File: src/sv/cfseq_pkg.sv
package cfseq_pkg;

    // Frame words
    localparam logic [31:0] UNLOCK_WORD = 32'hAAAA_AAAA;
    localparam logic [31:0] LOCK_WORD   = 32'hBBBB_BBBB;

    // CRC5: poly x^5 + x^2 + 1, init 0, no inversion, over bits 31..5 of a word
    localparam logic [4:0] CRC5_POLY = 5'h05;
    localparam logic [4:0] CRC5_MASK = 5'h1F;
    localparam int         CRC_BITS  = 27;

    // Command word field codes
    localparam logic [1:0] MODE_CFG      = 2'd1;
    localparam logic [2:0] SUB_READ      = 3'd0;
    localparam logic [2:0] SUB_FREQ      = 3'd1;
    localparam logic [2:0] SUB_BASE_HI   = 3'd2;
    localparam logic [2:0] SUB_BASE_LO   = 3'd3;
    localparam logic [2:0] SUB_RANGE     = 3'd4;
    localparam logic [2:0] SUB_READ_RNG  = 3'd3;   // read-range keeps submode 3
    localparam logic [7:0] RD_SEL_FREQ   = 8'd1;
    localparam logic [7:0] RD_SEL_BASE   = 8'd2;
    localparam logic [7:0] RD_SEL_RANGE  = 8'd3;

    // Command queue and byte sequencing
    localparam int QDEPTH   = 2;
    localparam int QPTR_W   = 1;
    localparam int CNT_W    = 5;
    localparam int MAX_CMDS = 4;
    localparam int NCMD_W   = 3;

    typedef enum logic [2:0] {
        ACT_SET_FREQ   = 3'd0,
        ACT_SET_BASE   = 3'd1,
        ACT_SET_RANGE  = 3'd2,
        ACT_READ_FREQ  = 3'd3,
        ACT_READ_BASE  = 3'd4,
        ACT_READ_RANGE = 3'd5
    } action_t;

    // One decoded command, as handed from front to back
    typedef struct packed {
        logic [MAX_CMDS-1:0][31:0] words;
        logic [NCMD_W-1:0]         n_cmd;
        logic [CNT_W-1:0]          last_ix;
    } cmd_entry_t;

    typedef struct packed {
        logic full;
        logic avail;
    } q_stat_t;

    // Bit-serial CRC5 reference, only evaluated at elaboration for the basis
    function automatic logic [4:0] crc5_serial(input logic [CRC_BITS-1:0] d);
        logic [4:0] c;
        logic       fb;
        c = '0;
        for (int k = CRC_BITS - 1; k >= 0; k--) begin
            fb = c[4] ^ d[k];
            c  = (c << 1) & CRC5_MASK;
            if (fb)
                c = c ^ CRC5_POLY;
        end
        return c;
    endfunction

    function automatic logic [CRC_BITS*5-1:0] crc5_basis_f();
        logic [CRC_BITS*5-1:0] b;
        b = '0;
        for (int k = 0; k < CRC_BITS; k++)
            b[k*5 +: 5] = crc5_serial(CRC_BITS'(1) << k);
        return b;
    endfunction

    // CRC of each single set input bit; CRC is linear so the rest is XOR
    localparam logic [CRC_BITS*5-1:0] CRC5_BASIS = crc5_basis_f();

    function automatic logic [4:0] crc5_fast(input logic [CRC_BITS-1:0] d);
        logic [4:0] c;
        c = '0;
        for (int k = 0; k < CRC_BITS; k++)
            if (d[k])
                c = c ^ CRC5_BASIS[k*5 +: 5];
        return c;
    endfunction

    function automatic logic [31:0] make_word(
        input logic       wr,
        input logic       bc,
        input logic [1:0] mode,
        input logic [2:0] sub,
        input logic       half,
        input logic [7:0] b1,
        input logic [7:0] b2
    );
        logic [31:0] w;
        w = {wr, bc, mode, sub, half, b1, b2, 8'h00};
        w[4:0] = crc5_fast(w[31:5]);
        return w;
    endfunction

endpackage

File: src/sv/cfseq_front.sv
module cfseq_front (
    input  logic                  push,
    input  logic                  full,
    input  logic [2:0]            action,
    input  logic [7:0]            asic_id,
    input  logic [31:0]           value,
    output logic                  q_wr,
    output cfseq_pkg::cmd_entry_t q_data
);
    import cfseq_pkg::*;

    logic known;

    // Decode the command into its command words
    always_comb
    begin
        known  = 1'b1;
        q_data = '0;
        case (action_t'(action))
            ACT_SET_FREQ:
            begin
                q_data.words[0] = make_word(1'b1, 1'b1, MODE_CFG, SUB_FREQ, 1'b0,
                                            value[15:8], value[7:0]);
                q_data.n_cmd   = NCMD_W'(1);
                q_data.last_ix = CNT_W'(19);
            end
            ACT_SET_BASE:
            begin
                q_data.words[0] = make_word(1'b1, 1'b0, MODE_CFG, SUB_BASE_HI, 1'b1,
                                            asic_id, value[31:24]);
                q_data.words[1] = make_word(1'b1, 1'b0, MODE_CFG, SUB_BASE_HI, 1'b0,
                                            asic_id, value[23:16]);
                q_data.words[2] = make_word(1'b1, 1'b0, MODE_CFG, SUB_BASE_LO, 1'b1,
                                            asic_id, value[15:8]);
                q_data.words[3] = make_word(1'b1, 1'b0, MODE_CFG, SUB_BASE_LO, 1'b0,
                                            asic_id, value[7:0]);
                q_data.n_cmd   = NCMD_W'(4);
                q_data.last_ix = CNT_W'(31);
            end
            ACT_SET_RANGE:
            begin
                q_data.words[0] = make_word(1'b1, 1'b1, MODE_CFG, SUB_RANGE, 1'b1,
                                            value[31:24], value[23:16]);
                q_data.words[1] = make_word(1'b1, 1'b1, MODE_CFG, SUB_RANGE, 1'b0,
                                            value[15:8], value[7:0]);
                q_data.n_cmd   = NCMD_W'(2);
                q_data.last_ix = CNT_W'(23);
            end
            ACT_READ_FREQ:
            begin
                q_data.words[0] = make_word(1'b0, 1'b0, MODE_CFG, SUB_READ, 1'b0,
                                            asic_id, RD_SEL_FREQ);
                q_data.n_cmd   = NCMD_W'(1);
                q_data.last_ix = CNT_W'(19);
            end
            ACT_READ_BASE:
            begin
                q_data.words[0] = make_word(1'b0, 1'b0, MODE_CFG, SUB_READ, 1'b0,
                                            asic_id, RD_SEL_BASE);
                q_data.n_cmd   = NCMD_W'(1);
                q_data.last_ix = CNT_W'(19);
            end
            ACT_READ_RANGE:
            begin
                q_data.words[0] = make_word(1'b0, 1'b0, MODE_CFG, SUB_READ_RNG, 1'b0,
                                            asic_id, RD_SEL_RANGE);
                q_data.n_cmd   = NCMD_W'(1);
                q_data.last_ix = CNT_W'(19);
            end
            default:
            begin
                known = 1'b0;   // undefined actions are accepted and dropped
            end
        endcase
    end

    assign q_wr = push && !full && known;

endmodule

File: src/sv/cfseq_queue.sv
module cfseq_queue (
    input  logic                  clk,
    input  logic                  rst_n,
    input  logic                  wr,
    input  cfseq_pkg::cmd_entry_t wr_data,
    input  logic                  rd,
    output cfseq_pkg::cmd_entry_t rd_data,
    output cfseq_pkg::q_stat_t    stat
);
    import cfseq_pkg::*;

    cmd_entry_t         mem_reg [QDEPTH];
    logic [QPTR_W-1:0]  wr_ptr_reg, wr_ptr_next;
    logic [QPTR_W-1:0]  rd_ptr_reg, rd_ptr_next;
    logic [QPTR_W:0]    count_reg, count_next;
    logic               do_wr, do_rd;

    assign stat.full  = (count_reg == (QPTR_W+1)'(QDEPTH));
    assign stat.avail = (count_reg != '0);
    assign do_wr      = wr && !stat.full;
    assign do_rd      = rd && stat.avail;
    assign rd_data    = mem_reg[rd_ptr_reg];

    // Pointer and occupancy update
    always_comb
    begin
        wr_ptr_next = wr_ptr_reg;
        rd_ptr_next = rd_ptr_reg;
        count_next  = count_reg;
        if (do_wr)
            wr_ptr_next = (wr_ptr_reg == QPTR_W'(QDEPTH-1)) ? '0 : wr_ptr_reg + 1'b1;
        if (do_rd)
            rd_ptr_next = (rd_ptr_reg == QPTR_W'(QDEPTH-1)) ? '0 : rd_ptr_reg + 1'b1;
        if (do_wr && !do_rd)
            count_next = count_reg + 1'b1;
        else if (do_rd && !do_wr)
            count_next = count_reg - 1'b1;
    end

    always_ff @(posedge clk or negedge rst_n)
    begin
        if (!rst_n)
        begin
            wr_ptr_reg <= '0;
            rd_ptr_reg <= '0;
            count_reg  <= '0;
        end
        else
        begin
            wr_ptr_reg <= wr_ptr_next;
            rd_ptr_reg <= rd_ptr_next;
            count_reg  <= count_next;
        end
    end

    // Entry storage
    always_ff @(posedge clk)
    begin
        if (do_wr)
            mem_reg[wr_ptr_reg] <= wr_data;
    end

endmodule

File: src/sv/cfseq_back.sv
module cfseq_back (
    input  logic                  clk,
    input  logic                  rst_n,
    input  cfseq_pkg::cmd_entry_t head,
    input  logic                  head_valid,
    output logic                  q_rd,
    input  logic                  pop,
    output logic                  empty,
    output logic [7:0]            tx_byte,
    output logic                  last_byte
);
    import cfseq_pkg::*;

    logic [CNT_W-1:0]  cnt_reg, cnt_next;
    logic              out_valid_reg, out_valid_next;
    logic [7:0]        tx_byte_reg;
    logic              last_reg;
    logic              load;
    logic              is_last;
    logic [2:0]        word_ix;
    logic [2:0]        cmd_ix;
    logic [31:0]       cur_word;
    logic [7:0]        cur_byte;

    // Output register takes a new beat when empty or being drained
    assign load    = head_valid && (!out_valid_reg || pop);
    assign is_last = (cnt_reg == head.last_ix);
    assign q_rd    = load && is_last;

    // Word and byte selection for the current beat
    always_comb
    begin
        word_ix = cnt_reg[CNT_W-1:2];
        cmd_ix  = word_ix - 3'd2;
        if (word_ix < 3'd2)
            cur_word = UNLOCK_WORD;
        else if (cmd_ix < head.n_cmd)
            cur_word = head.words[cmd_ix[1:0]];
        else
            cur_word = LOCK_WORD;
        case (cnt_reg[1:0])
            2'd0:    cur_byte = cur_word[31:24];
            2'd1:    cur_byte = cur_word[23:16];
            2'd2:    cur_byte = cur_word[15:8];
            default: cur_byte = cur_word[7:0];
        endcase
    end

    // Beat counter and output valid
    always_comb
    begin
        cnt_next       = cnt_reg;
        out_valid_next = out_valid_reg;
        if (load)
        begin
            out_valid_next = 1'b1;
            cnt_next       = is_last ? '0 : cnt_reg + 1'b1;
        end
        else if (pop)
            out_valid_next = 1'b0;
    end

    always_ff @(posedge clk or negedge rst_n)
    begin
        if (!rst_n)
        begin
            cnt_reg       <= '0;
            out_valid_reg <= 1'b0;
        end
        else
        begin
            cnt_reg       <= cnt_next;
            out_valid_reg <= out_valid_next;
        end
    end

    always_ff @(posedge clk)
    begin
        if (load)
        begin
            tx_byte_reg <= cur_byte;
            last_reg    <= is_last;
        end
    end

    assign empty     = !out_valid_reg;
    assign tx_byte   = tx_byte_reg;
    assign last_byte = last_reg;

endmodule

File: src/sv/crc5_command_frame_sequencer.sv
// A command's first byte reaches the result ports via the command queue and then the single
// byte-serial output register, once free; bytes leave one per cycle while pop is held high.
// A frame is 20 bytes (set frequency, reads), 24 (set range) or 32 (set base nonce).
// A two-entry command queue lets the next command be pushed while the current one streams out.
// Reset (rst_n low, asynchronous) empties the queue and the output register; no clearing pass.
module crc5_command_frame_sequencer (
    input  logic        clk,
    input  logic        rst_n,
    input  logic        push,
    output logic        full,
    input  logic [2:0]  action,
    input  logic [7:0]  asic_id,
    input  logic [31:0] value,
    output logic        empty,
    input  logic        pop,
    output logic [7:0]  tx_byte,
    output logic        last_byte
);
    import cfseq_pkg::*;

    cmd_entry_t q_wr_data;
    cmd_entry_t q_head;
    q_stat_t    q_stat;
    logic       q_wr;
    logic       q_rd;

    assign full = q_stat.full;

    // Front: decode and CRC
    cfseq_front u_front (
        .push    (push),
        .full    (q_stat.full),
        .action  (action),
        .asic_id (asic_id),
        .value   (value),
        .q_wr    (q_wr),
        .q_data  (q_wr_data)
    );

    // Command queue
    cfseq_queue u_queue (
        .clk     (clk),
        .rst_n   (rst_n),
        .wr      (q_wr),
        .wr_data (q_wr_data),
        .rd      (q_rd),
        .rd_data (q_head),
        .stat    (q_stat)
    );

    // Back: byte sequencer
    cfseq_back u_back (
        .clk        (clk),
        .rst_n      (rst_n),
        .head       (q_head),
        .head_valid (q_stat.avail),
        .q_rd       (q_rd),
        .pop        (pop),
        .empty      (empty),
        .tx_byte    (tx_byte),
        .last_byte  (last_byte)
    );

    // A frame always closes on a lock byte
    a_last_is_lock: assert property (@(posedge clk) disable iff (!rst_n)
        (!empty && last_byte) |-> (tx_byte == LOCK_WORD[7:0]))
        else $error("last beat is not a lock byte");

    // Within a frame the next beat follows without a bubble
    a_no_gap: assert property (@(posedge clk) disable iff (!rst_n)
        (!empty && pop && !last_byte) |=> !empty)
        else $error("bubble inside a frame");

    // A full queue implies the back end is already streaming
    a_full_streaming: assert property (@(posedge clk) disable iff (!rst_n)
        full |-> !empty)
        else $error("queue full while output is empty");

endmodule

File: config.mk
export PLATFORM = sky130hd
export DESIGN_NAME = crc5_command_frame_sequencer
export DESIGN_NICKNAME = d
export VERILOG_FILES = /design/src/sv/cfseq_pkg.sv /design/src/sv/cfseq_front.sv /design/src/sv/cfseq_queue.sv /design/src/sv/cfseq_back.sv /design/src/sv/crc5_command_frame_sequencer.sv
export SDC_FILE = /design/constraint.sdc
export NUM_CORES = 1
export LEC_CHECK = 0
export BUFFER_PORTS_ARGS = -buffer_cell sky130_fd_sc_hd__clkbuf_2
export CAP_MARGIN = 20
export CORE_AREA = 10 10 208 161
export DETAILED_ROUTE_END_ITERATION = 8
export DIE_AREA = 0 0 218 171
export PLACE_DENSITY_LB_ADDON = 0.08
export SLEW_MARGIN = 10
export SYNTH_ARGS = -nofsm -noshare
export SYNTH_HDL_FRONTEND = slang
export SYNTH_SLANG_ARGS = --single-unit
File: constraint.sdc
create_clock -name clk -period 5.6 [get_ports clk]
set_input_delay 0.56 -clock clk [delete_from_list [all_inputs] [get_ports clk]]
set_output_delay 0.56 -clock clk [all_outputs]
set_load 0.1 [all_outputs]
* Word level (Yosys, flattened, before mapping)
Memories as Yosys holds them, arrays and structs flattened.
Index checks and enable logic that the tools add are counted.
Widths: inputs -> output; s select.
** Word-level totals
- RAM bits :: 272
- Input bits :: 47
- Flip-flop bits (word level) :: 19
- Memories :: 1
** Memories
- u_queue.mem_reg :: depth 2, bits a word 136, rd ports 1, clocked after memory_dff 0, write ports 1, RTL line cfseq_queue.sv:12 : cmd_entry_t mem_reg [QDEPTH];
** Operators by class
- Order comparisons :: 3
- Reductions and logical operators :: 19
- Equal/unequal tests :: 9
- Muxes and demuxes :: 315
- Bitwise operators :: 164
- Add/subtract/negate cells :: 6
** Operator list (number)
- $mux 5 :: 240
- $pmux 40 s6 :: 1
- $not 3->3 :: 65
- $not 4->4 :: 35
- $mux 4 :: 31
- $not 2->2 :: 50
- $mux 32 :: 3
- $bmux 32 s2 :: 1
- $mux 64 :: 1
- $pmux 32 s2 :: 1
- $mux 3 :: 17
- $not 5->5 :: 7
- $mux 2 :: 12
- $pmux 8 s3 :: 1
- $logic_and 1x1->1 :: 8
- $mux 1 :: 7
- $not 1->1 :: 7
- $eq 3x2->1 const B :: 2
- $eq 3x3->1 const B :: 2
- $reduce_bool 2->1 :: 3
- $reduce_or 6->1 :: 1
- $add 5x1->5 const B :: 1
- $eq 5x5->1 :: 1
- $eq 2x2->1 const B :: 2
- 13 further kinds :: 17

* Logic depth before layout (Yosys ltp)
Gate-level depths: netlist of run 1.
- Depth in word-level cells :: 57
- Gate-level depth with buffers :: 13
- Mapped depth without buffers :: 10

* Hierarchy
From an unflattened synthesis of run 1, not the netlist that was laid out.
** Unflattened totals
- Cell total of the unflattened synthesis :: 972
- Area, all modules :: 14555.2 µm²
** Modules (own cells, without submodules)
- cfseq_queue :: cells an instance 442, area an instance 10090.9 µm², sequential area each 8267.9 µm², instances 1
- cfseq_front :: cells an instance 376, area an instance 2633.8 µm², sequential area each 0.0 µm², instances 1
- cfseq_back :: cells an instance 154, area an instance 1830.5 µm², sequential area each 420.4 µm², instances 1

* Worst setup path before layout of run 1
No wires, ideal clock.
- Path type :: register to register
- From :: register u_queue.count_reg[1]
- To :: memory u_queue.mem_reg[0][104] in the netlist's numbering (enable)
- Path slack :: 0.111 ns
- Arrival time :: 4.952 ns
- Library setup time :: 0.538 ns
- Path buffers :: 0
- Stages on the path, launching flop included :: 4
- Clock period less this slack :: 5.489 ns
- Path through :: dfrtp_1 > nor2b_1 > nand3b_1 > nor2_1
** On the way
- Longest elaborated chain between the ends :: 7
** Ends and longest elaborated chain
- start: declaration :: RTL line cfseq_queue.sv:15 : logic [QPTR_W:0] count_reg, count_next;
- start signal: assignment :: RTL line cfseq_queue.sv:52 : count_reg <= count_next;
- $eq 2x2->1 (*) :: RTL line cfseq_queue.sv:18 : assign stat.full = (count_reg == (QPTR_W+1)'(QDEPTH));
- via full :: RTL line crc5_command_frame_sequencer.sv:10 : output logic full,
- $logic_not 1->1 (*) :: RTL line cfseq_front.sv:77, cfseq_queue.sv:20
- $logic_and 1x1->1 (2 in series) :: RTL line cfseq_front.sv:77 : assign q_wr = push && !full && known;
- $logic_and 1x1->1 (*) :: RTL line cfseq_queue.sv:20 : assign do_wr = wr && !stat.full;
- $mux 1 (*) :: RTL line cfseq_queue.sv:59 : if (do_wr)
- $mux 1 (implied by the code) (*) :: RTL line cfseq_queue.sv:60 : mem_reg[wr_ptr_reg] <= wr_data;
- end: declaration :: RTL line cfseq_queue.sv:12
The timed path passes the listed nets; every way through them passes the cells marked *.

* Final worst setup path of run 1
- From :: register u_back.cnt_reg[3]
- To :: register u_back.tx_byte_reg[1], in the netlist u_back.tx_byte[1], data pin
** On the way
- Longest elaborated chain between the ends :: 6
- Elaborated cells between the ends (all ways) :: 8
** Ends and longest elaborated chain
- start: declaration :: RTL line cfseq_back.sv:14 : logic [CNT_W-1:0] cnt_reg, cnt_next;
- start signal: assignment :: RTL line cfseq_back.sv:72 : cnt_reg <= cnt_next;
- $sub 3x2->3 :: RTL line cfseq_back.sv:34 : cmd_ix = word_ix - 3'd2;
- $bmux 32 s2 :: RTL line cfseq_back.sv:38 : cur_word = head.words[cmd_ix[1:0]];
- $mux 32 (implied by the code) :: RTL line cfseq_back.sv:38
- $mux 32 :: RTL line cfseq_back.sv:37 : else if (cmd_ix < head.n_cmd)
- $mux 32 (*) :: RTL line cfseq_back.sv:35 : if (word_ix < 3'd2)
- $pmux 8 s3 (*) :: RTL line cfseq_back.sv:41 : case (cnt_reg[1:0])
- via u_back.cur_byte[1] :: RTL line cfseq_back.sv:23 : logic [7:0] cur_byte;
- end signal: assignment :: RTL line cfseq_back.sv:81 : tx_byte_reg <= cur_byte;
- end: declaration :: RTL line cfseq_back.sv:16 : logic [7:0] tx_byte_reg;
The timed path passes the listed nets; every way through them passes the cells marked *. The select of a mux whose other input is x is not followed.
A chain may end at the register's enable or synchronous reset.

==> flow_summary.yaml, run 1 <==
status:
  status: "completed"
sta:
  max_freq_mhz: 289
  setup_viol: 0
  slew_violations: 0
  relSlewSlack_pct: 30.0
  hold_ws_ns: 0.385
  final.min_clock_period_ns: 3.46
  worstMarginPinSlew_ns: 1.04
  hold_viol: 0
  fin_setup_tns_ns: 0
  rsz0062_at_grt: "false"
  fin_crit_sh_pct: 61.8
  skew_ns: 0.00864
  layout_setup_ws_ns: 2.14
final_layout:
  num_antenna_cells: 0
  multiInputGateArea_sq_mm: 0.00397
  regArea_sq_mm: 0.00587
  fillers: 2834
  nets: 812
  areaGrowthSynthToFinish_pct: 12.2
  largest_reg_flops: 178
  drive_gt1_share_pct: 20.4
die:
  core_sq_mm: 0.0296
  die_x_um: 218
  ios: 58
  die_y_um: 171
  core.rowCount: 55
  die_area_sq_mm: 0.0373
  initial_utilization_pct: 34.2
synth:
  synth.ff_latch_count: 197
  yosysSeqAreaShare_pct: 57.9
  synthesis.instances: 724
  synthFlopType: "edfxtp_1"
  ys_warn_count: 0
  synthArstFlopShare_pct: 5.08
  synth_cell_types: 57
  syn-mean-instance-area_sq_um: 14.0
  synth_edf_count: 187
  synth_area_sq_mm: 0.0101
  syn-num-nets: 780
place:
  pre_cts_ws_ns: 1.78
  hpwl_um: 20800
  port_buffers: 57
  gp_congestion: 0.825
min_path:
  min_path_type: "in -> reg"
pwr:
  p_total_mw: 5.49
  leakage_nw: 4.11
  ir_drop_mv: 0.233
  p_seq_share_pct: 40.0
  comb_power_share_pct: 38.9
  pwr-share-clk_pct: 21.1
  internal_power_mw: 3.39
  swShare_pct: 38.3
  power_per_cell_area_mw_per_mm2: 483
  switching_power_mw: 2.10
routing:
  drtAntennaViolNets: 0
  wl_um: 29100
  wl_per_cell_um: 24.9
  drtPass1Iterations: 5
  vias: 6154
  drtIter0Drc: 514
  avgViaCountPerCell: 5.27
  drc: 0
grt:
  antenna_found_initial: 0
  grt_max_degree: 77
  grt_pass1_vias: 6392
  gr-total-overflow: 0
  grt_usage_pct: 15.9
  grt_pass1_wl_um: 43100
critical_path:
  required_ns: 5.75
  start_kind: "flop"
  cp-end-kind: "flop"
  crit_arrival_ns: 3.62
  crit_type: "reg -> reg"
  crit_fanout: 28
clocking:
  post_cts_resized: 0
  cts_root_buf: "clkbuf_16"
  clk_latency_ns: 0.44
  path_clk_slew_ns: 0.08
  cts_max_level: 4
  numCtsBuffers: 17
  ctsLongestPathBuffers: 2
  cts_sinks: 197
  tritoncts: "done"
job:
  max_cap_violations: 0
[routing by layer]
layer | track usage [%] | vias up | wire length, um
met4 | 4.19 | 0 | 451
met5 | 0 | - | 0
li1 | - | 2798 | -
met3 | 2.65 | 26 | 1190
met1 | 22.4 | 3181 | 14000
met2 | 24.8 | 149 | 13400
[worst max-delay path, stage by stage (launching register included)]
cell and delay, ns:
dfrtp_1 0.33, buf_4 0.30, inv_1 0.07, buf_4 0.23, ha_1 0.31, inv_1 0.04, ha_1 0.20, or3_1 0.34
o22ai_1 0.24, and2b_1 0.43, a21boi_0 0.17, a2111oi_0 0.42, a31oi_1 0.07
[path summary, 6_finish.rpt]
check,from,endpoint,slack (ns),cells past startpoint
setup / recovery,u_back.cnt_reg[3],u_back.tx_byte[1],2.14,12
hold / removal,pop,u_back.out_valid_reg,0.38,3
setup reg to reg,u_back.cnt_reg[3],u_back.tx_byte[1],2.14,12
hold reg to reg,u_back.out_valid_reg,u_back.out_valid_reg,0.50,2
max in group asynchronous,rst_n,u_queue.rd_ptr_reg,4.84,2
min in group asynchronous,rst_n,u_back.out_valid_reg,0.52,2
[repair_timing]
| item | in CTS | in global routing |
|---|---|---|
| hold endpoints to repair | 10 | 0 |
| buffers inserted | 0 | 0 |
| hold buffers | 1 | 0 |
[cells in the mapped netlist, types with 2 or more instances]
master,number,share of area [%]
a211oi_1,2,0.15
a21o_1,10,0.74
a21oi_1,24,1.2
a221o_1,2,0.20
a221oi_1,2,0.17
a22o_1,8,0.69
a22oi_1,19,1.4
a2bb2oi_1,2,0.17
a31oi_1,3,0.19
a32o_1,2,0.20
a32oi_1,2,0.17
and2_1,4,0.25
and3_1,25,1.5
buf_1,7,0.26
buf_2,7,0.35
buf_4,4,0.30
clkbuf_1,38,1.4
dfrtp_1,10,2.5
edfxtp_1,187,55
ha_1,9,1.1
inv_1,18,0.67
mux2_2,4,0.44
mux2i_1,25,2.5
mux4_2,38,8.4
nand2_1,42,1.6
nand2b_1,5,0.31
nand3_1,5,0.25
nand3b_1,3,0.22
nor2_1,38,1.4
nor2b_1,6,0.37
nor3_1,2,0.099
o211ai_1,3,0.22
o21a_1,2,0.15
o21ai_0,15,0.74
o21ai_1,7,0.35
o22ai_1,16,0.99
o31ai_1,2,0.15
or3_1,2,0.12
xnor2_1,68,5.9
xnor2_2,7,1.1
xnor3_1,7,1.6
xor2_1,26,2.2
xor2_2,2,0.32
[cell usage in the layout (no fill, tap or decap), types with 7 or more instances in the layout]
master / instances
a21o_1: 10
a21oi_1: 24
a22o_1: 8
a22oi_1: 19
and3_1: 25
buf_4: 10
clkbuf_16: 17
clkbuf_2: 57
dfrtp_1: 8
edfxtp_1: 187
ha_1: 9
inv_1: 18
mux2i_1: 25
mux4_2: 38
nand2_1: 42
nor2_1: 37
o21ai_0: 15
o21ai_1: 7
o22ai_1: 16
xnor2_1: 68
xnor2_2: 7
xnor3_1: 7
xor2_1: 26
[area by class of cell]
cell class / count / share of cell area, %
clock inverter: 14 / 1.07
sequential: 197 / 51.7
inverter: 19 / 0.628
multi-input combinational: 452 / 35.0
tap: 399 / 4.39
clock buffer: 18 / 3.78
timing repair buffer: 69 / 3.50
[power groups by stage]
stage	combinational, mW	clock (mW)	sequential [mW]
finish	2.14	1.16	2.20
CTS	2.16	1.18	2.21
global route	2.31	1.23	2.24
detailed placement	2.15	0	2.25
global placement	2.14	0	2.23
floorplan	1.42	0	2.38
[cell families (layout without fill, tap and decap cells)]
logic type               after synthesis  after routing  share of synthesized area [%]
AO/OA/AOI/OAI                        128            128                           8.47
XOR/XNOR                             112            112                           11.6
adder cells (fa/ha/maj)                9              9                           1.11
buffers and inverters                 75            120                           3.01
flip-flops                           197            197                           57.9
multiplexers                          68             68                           11.5
AND/OR/NAND/NOR                      135            135                           6.36
[through the flow]
step,instance area (sq um),std cells,util (%)
2_1_floorplan,10100,724,-
3_3_place_gp,10800,1133,36.4
3_5_place_dp,10800,1134,36.4
4_1_cts,11300,1167,38.3
5_1_grt,11400,1168,38.4
6_report,11400,1168,38.4
(Power assumes the default switching activity.)
==> run 2: changes to the inputs <==
- clock period: 5.6 -> 3.65 ns (I/O delays scaled with it)
==> run 2 against run 1 <==
Net effect: combinational power grew 56%; utilization is 0.53 points higher; sequential cell count unchanged; critical endpoint unchanged; cell count rose by 0.86%; clock skew rose by 0.00067 ns; critical path depth down 4; sequential power up 52%; clock power increased by 69%; total power increased by 57%; via count is 2.0% higher; worst hold slack lost 0.18 ns.
==> flow_summary.yaml, run 2 (synthesized netlist as in run 1, its figures left out) <==
final_layout:
  mostFrequentLayoutCell: "edfxtp_1"
  num_antenna_cells: 0
  largest_reg_flops: 178
  drive_gt1_share_pct: 21.7
  nets: 822
  layout_common_cells: "edfxtp_1 (187), xnor2_1 (68), clkbuf_2 (57)"
  areaGrowthSynthToFinish_pct: 13.7
  fin_util_pct: 38.9
  fillers: 2828
pwr:
  swShare_pct: 37.8
  comb_power_share_pct: 38.6
  internal_power_mw: 5.38
  pwr-share-clk_pct: 22.7
  switching_power_mw: 3.26
  power_per_cell_area_mw_per_mm2: 750
  leakage_nw: 4.20
  ir_drop_mv: 0.317
  p_seq_share_pct: 38.7
clocking:
  clk_latency_ns: 0.44
  numCtsBuffers: 17
  tritoncts: "done"
  path_clk_slew_ns: 0.07
  cts_setup_buffers: 0
  ctsLongestPathBuffers: 2
  cts_root_buf: "clkbuf_16"
  cts_sinks: 197
  cts_max_level: 4
sta:
  rsz0062_at_grt: "false"
  relSlewSlack_pct: 49.9
  worstMarginPinSlew_ns: 0.749
  max_freq_mhz: 319
  layout_setup_ws_ns: 0.516
  setup_viol: 0
  slew_violations: 0
  hold_ws_ns: 0.201
  hold_viol: 0
  skew_ns: 0.00931
  final.min_clock_period_ns: 3.13
  fin_crit_sh_pct: 85.9
  fin_setup_tns_ns: 0
critical_path:
  start_kind: "flop"
  cp_cell_sequence: "mux2i_1 > ha_1 > or3_1 > o22ai_1 > and2b_1 > a21boi_0 > a2111oi_0 > a31oi_1"
  crit_slowest_cell: "dfrtp_4"
  crit_arrival_ns: 3.29
  crit_type: "reg -> reg"
  cp-end-kind: "flop"
  crit_fanout: 20
  slowest_delay_ns: 0.67
  required_ns: 3.81
routing:
  drtPass1Iterations: 5
  wl_um: 30000
  vias: 6276
  drtAntennaViolNets: 0
  drc: 0
  wl_per_cell_um: 25.5
  avgViaCountPerCell: 5.33
  drtIter0Drc: 486
job:
  max_cap_violations: 0
die:
  die_y_um: 171
  die_area_sq_mm: 0.0373
  ios: 58
  die_x_um: 218
  initial_utilization_pct: 34.2
  core_sq_mm: 0.0296
  core.rowCount: 55
grt:
  grt_usage_pct: 16.6
  gr-total-overflow: 0
  grt_max_degree: 43
  grt_pass1_vias: 6571
  antenna_found_initial: 0
  grt_pass1_wl_um: 45100
place:
  gp_congestion: 0.812
  pre_cts_ws_ns: 0.534
  hpwl_um: 21400
  port_buffers: 57
min_path:
  min_path_type: "in -> reg"
status:
  status: "completed"
-- run 2: cell types whose count changed in the layout (fill, tap and decap cells not counted), sizes merged --
| cell | before | now |
|---|---|---|
| buf | 11 | 21 |
| clkinv | 6 | 3 |
| bufinv | 0 | 2 |
| inv | 24 | 26 |
| clkinvlp | 3 | 2 |
-- run 2: critical path, delay by kind of cell, from the launching register on --
| family | cells | cell delay [ns] |
|---|---|---|
| AOI/OAI and AO/OA | 4 | 0.98 |
| and+or+nand+nor | 2 | 0.78 |
| adders and majority gates | 1 | 0.23 |
| DFF | 1 | 0.67 |
| muxes | 1 | 0.19 |
-- run 2: layout make-up --
cell class                 instances  area (sq um)  share of cell area [%]
sequential                       197          5870                    51.0
multi-input combinational        452          3980                    34.5
tap                              399           499                    4.33
timing repair buffer              79           490                    4.26
clock buffer                      18           429                    3.73
clock inverter                    14           183                    1.59
inverter                          19          71.3                   0.619
-- run 2: stage by stage --
| stage | power, mW | cells | instance area [sq um] |
|---|---|---|---|
| floorplan | 5.79 | 724 | 10100 |
| global placement | 6.75 | 1145 | 10900 |
| detailed placement | 6.77 | 1145 | 10900 |
| CTS | 8.75 | 1178 | 11500 |
| global route | 9.10 | 1178 | 11500 |
| finish | 8.64 | 1178 | 11500 |
-- run 2: what timing repair did --
| item | CTS | global route |
|---|---|---|
| gates resized for setup | 0 | 0 |
| hold buffers | 1 | 0 |
| hold endpoints to repair | 10 | 0 |
-- run 2: final timing paths --
kind | start | to | cells after the start | slack, ns
max | u_queue.rd_ptr_reg | u_back.tx_byte[1] | 8 | 0.52
min | pop | u_back.out_valid_reg | 3 | 0.20
max reg2reg | u_queue.rd_ptr_reg | u_back.tx_byte[1] | 8 | 0.52
min reg2reg | u_queue.count_reg[1] | u_queue.count_reg[1] | 1 | 0.51
max in group asynchronous | rst_n | u_queue.rd_ptr_reg | 2 | 3.09
min in group asynchronous | rst_n | u_back.cnt_reg[0] | 2 | 0.32
-- run 2: power groups by stage --
| stage | combinational, mW | clock (mW) | sequential [mW] |
|---|---|---|---|
| floorplan | 2.18 | 0 | 3.62 |
| global placement | 3.37 | 0 | 3.38 |
| detailed placement | 3.37 | 0 | 3.40 |
| CTS | 3.38 | 2.01 | 3.35 |
| global route | 3.60 | 2.10 | 3.40 |
| finish | 3.34 | 1.96 | 3.34 |
-- run 2: layer usage --
metal  track usage (%)  routed length [um]
met1              23.6               14400
met2              25.9               13900
met4              3.40                 211
met5                 0                   0
met3              2.91                1470
==> run 3: changes to the inputs <==
- CTS_BUF_LIST: unset -> sky130_fd_sc_hd__clkbuf_4
==> run 3 against run 2 <==
Net effect: setup slack gained 0.0014 ns; sequential share of layout area grew 1.3 points; wire length shrank 0.33%; clock-buffer cell count is the same; cell area shrank 2.4%; total power shrank 8.0%; largest power group unchanged; clock skew grew 0.0054 ns; register-to-register slack is essentially flat; non-clock buffer count grew 1; clock power shrank 35%.
==> flow_summary.yaml, run 3 (synthesized netlist as in run 1, its figures left out) <==
critical_path:
  start_kind: "flop"
  crit_fanout: 20
  crit_type: "reg -> reg"
  cp-end-kind: "flop"
  crit_arrival_ns: 3.47
  required_ns: 3.99
final_layout:
  drive_gt1_share_pct: 21.8
  largest_reg_flops: 178
  layout_common_cells: "edfxtp_1 (187), xnor2_1 (68), clkbuf_2 (57)"
  mostFrequentLayoutCell: "edfxtp_1"
  fillers: 2870
  nets: 823
  final_cell_area_sq_mm: 0.0112
  areaGrowthSynthToFinish_pct: 10.9
  fin_cells: 1180
sta:
  max_freq_mhz: 319
  final.min_clock_period_ns: 3.13
  fin_setup_tns_ns: 0
  slew_violations: 0
  fin_crit_sh_pct: 85.8
  skew_ns: 0.0147
  rsz0062_at_grt: "false"
  hold_viol: 0
  setup_viol: 0
  worstMarginPinSlew_ns: 0.755
  relSlewSlack_pct: 49.6
  layout_setup_ws_ns: 0.518
pwr:
  power_per_cell_area_mw_per_mm2: 707
  ir_drop_mv: 0.250
  leakage_nw: 4.08
clocking:
  cts_root_buf: "clkbuf_4"
  cts_setup_buffers: 0
  numCtsBuffers: 17
  cts_max_level: 4
  tritoncts: "done"
  cts_sinks: 197
  ctsLongestPathBuffers: 2
  path_clk_slew_ns: 0.17
  clk_latency_ns: 0.60
die:
  core_sq_mm: 0.0296
  die_area_sq_mm: 0.0373
  core.rowCount: 55
  ios: 58
  die_x_um: 218
  die_y_um: 171
  initial_utilization_pct: 34.2
place:
  pre_cts_ws_ns: 0.534
  port_buffers: 57
  hpwl_um: 21400
  place_area_sq_mm: 0.0109
  gp_congestion: 0.812
  placed_cells: 1145
min_path:
  min_path_type: "in -> reg"
grt:
  antenna_found_initial: 1
  grt_usage_pct: 16.5
  grt_pass1_wl_um: 44900
  grt_pass1_vias: 6568
  gr-total-overflow: 0
  grt_max_degree: 43
routing:
  drc: 0
  vias: 6292
  drtIter0Drc: 468
  wl_per_cell_um: 25.4
  avgViaCountPerCell: 5.33
  drtAntennaViolNets: 0
  drtPass1Iterations: 5
  wl_um: 29900
job:
  max_cap_violations: 0
status:
  status: "completed"
run 3: final timing paths:
check | start | endpoint | slack [ns] | cells after the start
setup / recovery | u_queue.rd_ptr_reg | u_back.tx_byte[1] | 0.52 | 8
hold / removal | push | u_queue.wr_ptr_reg | 0.11 | 3
setup reg to reg | u_queue.rd_ptr_reg | u_back.tx_byte[1] | 0.52 | 8
hold reg to reg | u_queue.count_reg[1] | u_queue.count_reg[1] | 0.52 | 1
max in group asynchronous | rst_n | u_queue.rd_ptr_reg | 3.28 | 2
min in group asynchronous | rst_n | u_back.cnt_reg[0] | 0.13 | 2
run 3: metrics by stage:
stage,util [%],total power [mW],hold WS (ns)
after floorplan,-,5.79,0.0694
after global placement,36.8,6.75,0.249
after detailed placement,36.8,6.77,0.252
after CTS,38.0,8.05,0.0709
after global routing,38.0,8.40,0.0952
final,38.0,7.95,0.114
run 3: area by class of cell:
| cell class | instances | area (sq um) | share of cell area, % |
|---|---|---|---|
| inverter | 19 | 71.3 | 0.635 |
| tap | 399 | 499 | 4.44 |
| sequential | 197 | 5870 | 52.2 |
| timing repair buffer | 80 | 500 | 4.45 |
| clock buffer | 18 | 135 | 1.20 |
| clock inverter | 14 | 183 | 1.63 |
| antenna | 1 | 2.50 | 0.0223 |
| multi-input combinational | 452 | 3980 | 35.4 |
run 3: where the power goes:
part	switching, mW	leakage (nW)	internal, mW
clock	0.830	0.166	0.450
sequential	0.259	1.86	3.08
combinational	2.08	2.05	1.25
total	3.17	4.08	4.78
run 3: routing by layer:
layer	wire (um)	part of all wire, %	track usage [%]
met1	14300	48	23.5
met2	13900	46	25.8
met3	1510	5.1	3.32
met4	203	0.68	2.62
met5	0	0	0
run 3: critical path, stage by stage, from the launching register on:
cell and delay, ns:
dfrtp_4 0.70, mux2i_1 0.19, ha_1 0.23, or3_1 0.35, o22ai_1 0.28, and2b_1 0.43, a21boi_0 0.18, a2111oi_0 0.44
a31oi_1 0.07
run 3: what timing repair did:
action | CTS | global route
gates resized for setup | 0 | 0
hold buffers | 2 | 0
hold endpoints to repair | 11 | 0
